### src/design/pfb_pkg.sv
// Shared constants, command codes and the memory request type of the page framebuffer engine.
`timescale 1ns / 1ps

package pfb_pkg;

  // Default store geometry.
  localparam int DEF_MAX_WIDTH  = 128;
  localparam int DEF_MAX_HEIGHT = 64;

  // Field widths.
  localparam int BYTE_W     = 8;
  localparam int FUNC_W     = 3;
  localparam int COORD_W    = 8;
  localparam int PAGE_W     = 3;
  localparam int CFG_IDX_W  = 8;
  localparam int WIDTH_W    = 8;
  localparam int HEIGHT_W   = 7;
  // Widest store address over the legal geometry (8 pages of 256 columns).
  localparam int ADDR_MAX_W = 11;

  // Command codes.
  localparam logic [FUNC_W-1:0] FN_PIXEL = 3'd0;
  localparam logic [FUNC_W-1:0] FN_BLIT  = 3'd1;
  localparam logic [FUNC_W-1:0] FN_FILL  = 3'd2;
  localparam logic [FUNC_W-1:0] FN_READ  = 3'd3;
  localparam logic [FUNC_W-1:0] FN_CLEAR = 3'd4;

  // Result status codes.
  localparam logic ST_DONE   = 1'b0;
  localparam logic ST_REJECT = 1'b1;

  // Register indexes.
  localparam logic [CFG_IDX_W-1:0] REG_PANEL_WIDTH  = 8'd0;
  localparam logic [CFG_IDX_W-1:0] REG_PANEL_HEIGHT = 8'd1;

  // Register reset values.
  localparam logic [WIDTH_W-1:0]  PANEL_WIDTH_RST  = 8'd128;
  localparam logic [HEIGHT_W-1:0] PANEL_HEIGHT_RST = 7'd64;

  localparam logic [BYTE_W-1:0] BYTE_ONES = 8'hFF;

  typedef struct packed {
    logic                  rd_en;
    logic                  wr_en;
    logic [ADDR_MAX_W-1:0] addr;
    logic [BYTE_W-1:0]     wdata;
  } pfb_mem_req_t;

endpackage

### src/design/pfb_seq.sv
// Command sequencer: decodes commands and drives read-modify-write passes over the frame store.
`timescale 1ns / 1ps

module pfb_seq #(
  parameter int MAX_WIDTH  = pfb_pkg::DEF_MAX_WIDTH,
  parameter int MAX_HEIGHT = pfb_pkg::DEF_MAX_HEIGHT
) (
  input  logic                          clk,
  input  logic                          rst_n,
  input  logic                          in_valid,
  output logic                          in_ready,
  input  logic [pfb_pkg::FUNC_W-1:0]    in_func,
  input  logic [pfb_pkg::COORD_W-1:0]   in_col_x,
  input  logic [pfb_pkg::COORD_W-1:0]   in_row_y,
  input  logic [pfb_pkg::COORD_W-1:0]   in_end_col,
  input  logic [pfb_pkg::COORD_W-1:0]   in_end_row,
  input  logic                          in_ink,
  input  logic [pfb_pkg::BYTE_W-1:0]    in_pattern,
  input  logic [pfb_pkg::BYTE_W-1:0]    in_mask,
  input  logic [pfb_pkg::PAGE_W-1:0]    in_page,
  input  logic [pfb_pkg::WIDTH_W-1:0]   panel_width,
  input  logic [pfb_pkg::HEIGHT_W-1:0]  panel_height,
  output logic                          out_valid,
  input  logic                          out_ready,
  output logic                          out_status,
  output logic [pfb_pkg::BYTE_W-1:0]    out_read_data,
  output pfb_pkg::pfb_mem_req_t         mem_req,
  input  logic [pfb_pkg::BYTE_W-1:0]    mem_rdata
);
  import pfb_pkg::*;

  localparam int PAGE_COUNT  = (MAX_HEIGHT + 7) / 8;
  localparam int STORE_BYTES = PAGE_COUNT * MAX_WIDTH;
  localparam int ADDR_W      = $clog2(STORE_BYTES);
  localparam logic [ADDR_W-1:0] LAST_ADDR = ADDR_W'(STORE_BYTES - 1);

  typedef enum logic [2:0] {
    S_CLEAR,
    S_IDLE,
    S_READ,
    S_WRITE,
    S_CAPTURE,
    S_REPLY
  } state_t;

  typedef enum logic [1:0] {
    M_BYTES,
    M_FILL,
    M_READ
  } mode_t;

  state_t              state_r, state_nxt;
  mode_t               mode_r, mode_nxt;
  logic                second_r, second_nxt;
  logic [PAGE_W-1:0]   page_r, page_nxt;
  logic [PAGE_W-1:0]   page_last_r, page_last_nxt;
  logic [COORD_W-1:0]  col_r, col_nxt;
  logic [COORD_W-1:0]  col_first_r, col_first_nxt;
  logic [COORD_W-1:0]  col_last_r, col_last_nxt;
  logic [5:0]          row_lo_r, row_lo_nxt;
  logic [5:0]          row_hi_r, row_hi_nxt;
  logic [BYTE_W-1:0]   mask_r, mask_nxt;
  logic [BYTE_W-1:0]   data_r, data_nxt;
  logic [BYTE_W-1:0]   hi_mask_r, hi_mask_nxt;
  logic [BYTE_W-1:0]   hi_data_r, hi_data_nxt;
  logic [ADDR_W-1:0]   clr_cnt_r, clr_cnt_nxt;
  logic                clr_reply_r, clr_reply_nxt;
  logic                res_status_r, res_status_nxt;
  logic [BYTE_W-1:0]   res_data_r, res_data_nxt;
  logic                out_valid_r, out_valid_nxt;
  logic                out_status_r, out_status_nxt;
  logic [BYTE_W-1:0]   out_read_data_r, out_read_data_nxt;

  // Effective panel size, clamped to the store geometry.
  logic [8:0]          eff_w, wm1;
  logic [HEIGHT_W-1:0] eff_h, hm1;
  logic                col_off, row_off, page_off;
  logic [COORD_W-1:0]  ex_c, ey_c;
  logic                fill_empty;
  logic [3:0]          blit_hi_page;
  logic [15:0]         blit_m16, blit_p16;
  logic [BYTE_W-1:0]   blit_vlo, blit_vhi;
  logic [BYTE_W-1:0]   fill_mask;
  logic [BYTE_W-1:0]   cur_mask, cur_data, merged;
  logic [ADDR_W-1:0]   addr_cur;

  assign eff_w = ({1'b0, panel_width} > 9'(MAX_WIDTH)) ? 9'(MAX_WIDTH) : {1'b0, panel_width};
  assign eff_h = (panel_height > HEIGHT_W'(MAX_HEIGHT)) ? HEIGHT_W'(MAX_HEIGHT) : panel_height;
  assign wm1   = eff_w - 9'd1;
  assign hm1   = eff_h - 7'd1;

  assign col_off  = {1'b0, in_col_x} >= eff_w;
  assign row_off  = in_row_y >= {1'b0, eff_h};
  assign page_off = {1'b0, in_page, 3'b000} >= eff_h;

  // Clamp fill ends to the last visible column and row.
  assign ex_c = ({1'b0, in_end_col} > wm1) ? wm1[COORD_W-1:0] : in_end_col;
  assign ey_c = (in_end_row > {1'b0, hm1}) ? {1'b0, hm1} : in_end_row;
  assign fill_empty = (ex_c < in_col_x) || (ey_c < in_row_y);

  // Blit byte spans up to two pages; rows at or past the height are dropped.
  assign blit_m16     = {8'd0, in_mask} << in_row_y[2:0];
  assign blit_p16     = {8'd0, in_pattern} << in_row_y[2:0];
  assign blit_hi_page = {1'b0, in_row_y[5:3]} + 4'd1;

  always_comb begin
    for (int j = 0; j < BYTE_W; j++) begin
      blit_vlo[j]  = {1'b0, in_row_y[5:3], 3'(j)} < eff_h;
      blit_vhi[j]  = {blit_hi_page, 3'(j)} < eff_h;
      fill_mask[j] = ({page_r, 3'(j)} >= row_lo_r) && ({page_r, 3'(j)} <= row_hi_r);
    end
  end

  assign cur_mask = (mode_r == M_FILL) ? fill_mask : (second_r ? hi_mask_r : mask_r);
  assign cur_data = second_r ? hi_data_r : data_r;
  assign merged   = (mem_rdata & ~cur_mask) | (cur_data & cur_mask);
  assign addr_cur = ADDR_W'(32'(page_r) * MAX_WIDTH + 32'(col_r));

  always_comb begin
    state_nxt         = state_r;
    mode_nxt          = mode_r;
    second_nxt        = second_r;
    page_nxt          = page_r;
    page_last_nxt     = page_last_r;
    col_nxt           = col_r;
    col_first_nxt     = col_first_r;
    col_last_nxt      = col_last_r;
    row_lo_nxt        = row_lo_r;
    row_hi_nxt        = row_hi_r;
    mask_nxt          = mask_r;
    data_nxt          = data_r;
    hi_mask_nxt       = hi_mask_r;
    hi_data_nxt       = hi_data_r;
    clr_cnt_nxt       = clr_cnt_r;
    clr_reply_nxt     = clr_reply_r;
    res_status_nxt    = res_status_r;
    res_data_nxt      = res_data_r;
    out_status_nxt    = out_status_r;
    out_read_data_nxt = out_read_data_r;
    out_valid_nxt     = out_valid_r & ~out_ready;

    mem_req.rd_en = 1'b0;
    mem_req.wr_en = 1'b0;
    mem_req.addr  = ADDR_MAX_W'(addr_cur);
    mem_req.wdata = merged;

    unique case (state_r)
      S_CLEAR: begin
        // Sweep zeros through the store, one byte a cycle.
        mem_req.wr_en = 1'b1;
        mem_req.addr  = ADDR_MAX_W'(clr_cnt_r);
        mem_req.wdata = '0;
        clr_cnt_nxt   = clr_cnt_r + 1'b1;
        if (clr_cnt_r == LAST_ADDR) begin
          clr_cnt_nxt    = '0;
          res_status_nxt = ST_DONE;
          res_data_nxt   = '0;
          state_nxt      = clr_reply_r ? S_REPLY : S_IDLE;
        end
      end
      S_IDLE: begin
        if (in_valid) begin
          res_status_nxt = ST_DONE;
          res_data_nxt   = '0;
          second_nxt     = 1'b0;
          state_nxt      = S_REPLY;
          case (in_func)
            FN_PIXEL: begin
              if (col_off || row_off) begin
                res_status_nxt = ST_REJECT;
              end else begin
                mode_nxt    = M_BYTES;
                page_nxt    = in_row_y[5:3];
                col_nxt     = in_col_x;
                mask_nxt    = 8'd1 << in_row_y[2:0];
                data_nxt    = {BYTE_W{in_ink}};
                hi_mask_nxt = '0;
                hi_data_nxt = '0;
                state_nxt   = S_READ;
              end
            end
            FN_BLIT: begin
              if (!col_off && !row_off) begin
                mode_nxt    = M_BYTES;
                page_nxt    = in_row_y[5:3];
                col_nxt     = in_col_x;
                mask_nxt    = blit_m16[7:0] & blit_vlo;
                data_nxt    = blit_p16[7:0];
                hi_mask_nxt = blit_m16[15:8] & blit_vhi;
                hi_data_nxt = blit_p16[15:8];
                state_nxt   = S_READ;
              end
            end
            FN_FILL: begin
              if (col_off || row_off) begin
                res_status_nxt = ST_REJECT;
              end else if (!fill_empty) begin
                mode_nxt      = M_FILL;
                page_nxt      = in_row_y[5:3];
                page_last_nxt = ey_c[5:3];
                col_nxt       = in_col_x;
                col_first_nxt = in_col_x;
                col_last_nxt  = ex_c;
                row_lo_nxt    = in_row_y[5:0];
                row_hi_nxt    = ey_c[5:0];
                data_nxt      = {BYTE_W{in_ink}};
                state_nxt     = S_READ;
              end
            end
            FN_READ: begin
              if (col_off || page_off) begin
                res_status_nxt = ST_REJECT;
              end else begin
                mode_nxt  = M_READ;
                page_nxt  = in_page;
                col_nxt   = in_col_x;
                state_nxt = S_READ;
              end
            end
            FN_CLEAR: begin
              clr_cnt_nxt   = '0;
              clr_reply_nxt = 1'b1;
              state_nxt     = S_CLEAR;
            end
            default: begin
              state_nxt = S_REPLY;
            end
          endcase
        end
      end
      S_READ: begin
        mem_req.rd_en = 1'b1;
        state_nxt     = (mode_r == M_READ) ? S_CAPTURE : S_WRITE;
      end
      S_CAPTURE: begin
        res_data_nxt = mem_rdata;
        state_nxt    = S_REPLY;
      end
      S_WRITE: begin
        // Write back the merged byte, then advance to the next one if any remain, else reply.
        mem_req.wr_en = 1'b1;
        state_nxt     = S_REPLY;
        if (mode_r == M_FILL) begin
          if (col_r != col_last_r) begin
            col_nxt   = col_r + 1'b1;
            state_nxt = S_READ;
          end else if (page_r != page_last_r) begin
            page_nxt  = page_r + 1'b1;
            col_nxt   = col_first_r;
            state_nxt = S_READ;
          end
        end else if (!second_r && (hi_mask_r != '0)) begin
          second_nxt = 1'b1;
          page_nxt   = page_r + 1'b1;
          state_nxt  = S_READ;
        end
      end
      S_REPLY: begin
        // Hold until the output register is free.
        if (!out_valid_r || out_ready) begin
          out_valid_nxt     = 1'b1;
          out_status_nxt    = res_status_r;
          out_read_data_nxt = res_data_r;
          state_nxt         = S_IDLE;
        end
      end
      default: begin
        state_nxt = S_IDLE;
      end
    endcase
  end

  always_ff @(posedge clk) begin
    if (!rst_n) begin
      state_r     <= S_CLEAR;
      clr_cnt_r   <= '0;
      clr_reply_r <= 1'b0;
      out_valid_r <= 1'b0;
      mode_r      <= M_BYTES;
      second_r    <= 1'b0;
    end else begin
      state_r     <= state_nxt;
      clr_cnt_r   <= clr_cnt_nxt;
      clr_reply_r <= clr_reply_nxt;
      out_valid_r <= out_valid_nxt;
      mode_r      <= mode_nxt;
      second_r    <= second_nxt;
    end
    page_r          <= page_nxt;
    page_last_r     <= page_last_nxt;
    col_r           <= col_nxt;
    col_first_r     <= col_first_nxt;
    col_last_r      <= col_last_nxt;
    row_lo_r        <= row_lo_nxt;
    row_hi_r        <= row_hi_nxt;
    mask_r          <= mask_nxt;
    data_r          <= data_nxt;
    hi_mask_r       <= hi_mask_nxt;
    hi_data_r       <= hi_data_nxt;
    res_status_r    <= res_status_nxt;
    res_data_r      <= res_data_nxt;
    out_status_r    <= out_status_nxt;
    out_read_data_r <= out_read_data_nxt;
  end

  assign in_ready      = (state_r == S_IDLE);
  assign out_valid     = out_valid_r;
  assign out_status    = out_status_r;
  assign out_read_data = out_read_data_r;

endmodule

### config.mk
export PLATFORM = sky130hd
export DESIGN_NAME = pfb_seq
export DESIGN_NICKNAME = d
export VERILOG_FILES = /design/src/design/pfb_pkg.sv /design/src/design/pfb_seq.sv
export SDC_FILE = /design/constraint.sdc
export NUM_CORES = 1
export LEC_CHECK = 0
export BUFFER_PORTS_ARGS = -buffer_cell sky130_fd_sc_hd__buf_2
export CORE_UTILIZATION = 53
export DETAILED_ROUTE_END_ITERATION = 6
export PLACE_DENSITY = 0.77
export RECOVER_POWER = 25
export SYNTH_ARGS = -nofsm -noshare
export SYNTH_HDL_FRONTEND = slang
export SYNTH_SLANG_ARGS = --single-unit
### constraint.sdc
create_clock -name clk -period 6.3 [get_ports clk]
set_clock_uncertainty 0.1 [all_clocks]
set_input_delay 0.63 -clock clk [delete_from_list [all_inputs] [get_ports clk]]
set_output_delay 0.63 -clock clk [all_outputs]
set_load 0.005 [all_outputs]
==> metrics <==
outcome=finished clean; vias post-DR=6733; Initial DRT Pass Iterations=5; Overflow after GRT=0; TNS Setup=0 ns; setup repair bufs after CTS=0; Initial Util=55.0%; flops & latches, synth=105; crit share post-route=82.2%; vias in the first global route=6166; final wirelength=19600 µm; Worst Path Buf+Inv=2; H-Tree Depth=3; worst reg2reg startpoint=state_r[1]$_SDFFE_PN0P_; multi-input logic area=4490 µm²; crit-path cells=buf_2 -> inv_1 -> nand2_1 -> ha_1 -> nor2_1 -> a21oi_1 -> a21oi_1 -> ha_1 -> and4_4 -> a41o_1 -> a32o_2 -> nand2_1 -> o21ai_0 -> ha_1 -> a21oi_1 -> o21ai_0 -> a211o_1 -> o22ai_2 -> or3_4 -> o211ai_1; Crit Path Max Fanout=15; fmax=0.193 GHz; M1 GR Usage=38.3%; Clk pwr share=33.4%; Mapped Avg Cell Area=8.85 µm²; Detailed Place HPWL=15200 µm; first-pass GRT wire length=30900 µm; Num Clock Sinks=105; worst vdd ir=0.108 mV; synth-to-layout area growth=12.2%; worst-skew pair later-pin latency=0.35 ns; final net count=1121; Worst Setup SP=panel_height[6]; crit start category=input port; leak pwr=3.53 nW; Initial DRC Count=649; Int Pwr=1.14 mW; Switching Fraction=27.5%; leading cell type in the layout, fill and taps excluded=nand2_1; met3 usage=3.69%; FF/Latch Area=2970 µm²; num ports=114; path type of the worst setup path=input port to flop; Routability Congestion=0.940; non-filler instance count after layout=1156; fin. max-slew vios=0; synthesized cell area=7760 µm²; vias per cell=5.82; HP Class=flop to flop; Port Buffers=112; CP required=6.18 ns; Crit path max-delay family=compound AO/OA/AOI/OAI gates; final hold violations=0; Mapped Cells=877; per-cell routed wire length=16.9 µm; TritonCTS clock tree=yes; routing usage on met2=41.2%; register area share after synthesis=38.3%; clk slew on worst S/H paths=0.07 ns; Worst slew margin=7.78%; Synth async-reset ratio=0%; hold_buf cts=0; NetSw=430 µW; critical path arrival=5.06 ns; CTS Root Cell=clkbuf_16; Rows=43; commonest non-fill, non-tap cells in the layout=110 x nand2_1, 89 x nor2_1, 89 x buf_2; DRC=0; Die Ht=123 µm; DP Cell Count=1139; RSZ-0062 raised after global routing=no; initial antenna violation count=1; Reg power frac=48.2%; CORE AREA=14100 µm²; PD cells=180 nW/µm²; Critical Path End Type=flop; GR peak layer=met2; post-synth cell types=69; slowest stage delay, CP=0.63 ns; ANT nets after route=0; MaxCap Viol Count=0; combinational share of power=18.4%; Longest Clk Path Bufs=2; Total GRT Usage=26.4%; die area=15100 µm²; CP max-delay cell=o211ai_1; Setup-failing EPs final=0; min cycle time layout=5.18 ns; filler instances=1266; Least-Margin Pin Slew=1.38 ns; min-delay src=res_data_r[3]$_SDFFCE_PN0P_; # resized after CTS=0; Most used DFF post-synth=edfxtp_1; ratio of cells with drive above 1 in the final layout=13.5%; Yosys warning count=0; CTS Buf Count=9; Post-synth EDFFs=87; width of the die=123 µm; largest net degree at the start of global routing=32
[state kept, by name (all words and copies together), names as in the netlist, 2 cells and up]
register       cells
state_r            3
mask_r             8
col_first_r        8
col_r              8
hi_mask_r          7
out_read_data      8
row_hi_r           3
mode_r             2
hi_data_r          7
data_r             8
res_data_r         8
col_last_r         8
row_lo_r           6
clr_cnt_r         10
page_r             3
page_last_r        3
[worst reg2reg max path: cells and delay by family, from the launching register on]
kind            cells  cell delay [ns]
flops               1             0.61
simple gates        2             1.40
compound gates      1             0.35
[final cells by class]
type / count / area share, %
multi-input cells: 690 / 51.6
flip-flops and latches: 105 / 34.2
repair buffers: 116 / 6.45
clock buffers: 10 / 2.63
well taps: 180 / 2.59
inverters: 48 / 2.07
clock inverters: 6 / 0.503
diodes: 1 / 0.0288
[cell usage after synthesis, drive strengths merged (21+ instances only)]
library cell	instances	area (µm²)
nand2	110	413
nor2	89	334
edfxtp	87	2610
o21ai	72	360
ha	69	863
a21oi	62	314
inv	46	173
mux2i	32	333
clkbuf	27	101
nor3	26	130
nand3	22	110
xor2	21	184
[cells by family (layout without fill, tap and decap cells)]
logic type	count (synthesis)	in the layout	share of synthesized area (%)
flip-flops	105	105	38.3
multiplexers	43	43	6.03
AO/OA/AOI/OAI	221	221	17.7
AND/OR/NAND/NOR	328	328	19.6
buffers and inverters	83	180	4.10
XOR/XNOR	27	27	3.05
other	1	3	0.0483
adder cells (fa/ha/maj)	69	69	11.1
[final timing paths]
path	end	slack, ns	depth (start not counted)
hold reg to reg	out_read_data[3]$_DFFE_PP_	0.32	0
setup / recovery	col_r[0]$_DFFE_PP_	1.12	20
setup reg to reg	col_r[0]$_DFFE_PP_	3.47	3
hold / removal	out_read_data[3]$_DFFE_PP_	0.32	0
[routing by layer]
layer	wire length, µm	part of all wire, %
met3	1370	7.0
met1	9100	47
met4	276	1.4
met2	8810	45
met5	0	0
[power by group through the flow]
stage / clock network (mW) / registers [mW] / logic, mW
after floorplan: 0 / 0.770 / 0.187
after global placement: 0 / 0.770 / 0.279
after detailed placement: 0 / 0.770 / 0.284
after CTS: 0.524 / 0.755 / 0.285
after global routing: 0.551 / 0.755 / 0.322
final: 0.523 / 0.755 / 0.289
[per-stage QoR]
step | cell area (µm²) | util, % | hold slack (ns) | setup slack [ns] | power [mW]
floorplan | 7770 | - | 0.300 | 0.505 | 0.957
global placement | 8460 | 60.0 | 0.302 | 0.896 | 1.05
detailed placement | 8460 | 60.0 | 0.306 | 0.801 | 1.05
CTS | 8730 | 61.9 | 0.322 | 1.16 | 1.56
global route | 8700 | 61.7 | 0.328 | 0.774 | 1.63
finish | 8700 | 61.7 | 0.321 | 1.12 | 1.57
No activity file was read; power rests on OpenSTA's default activity.
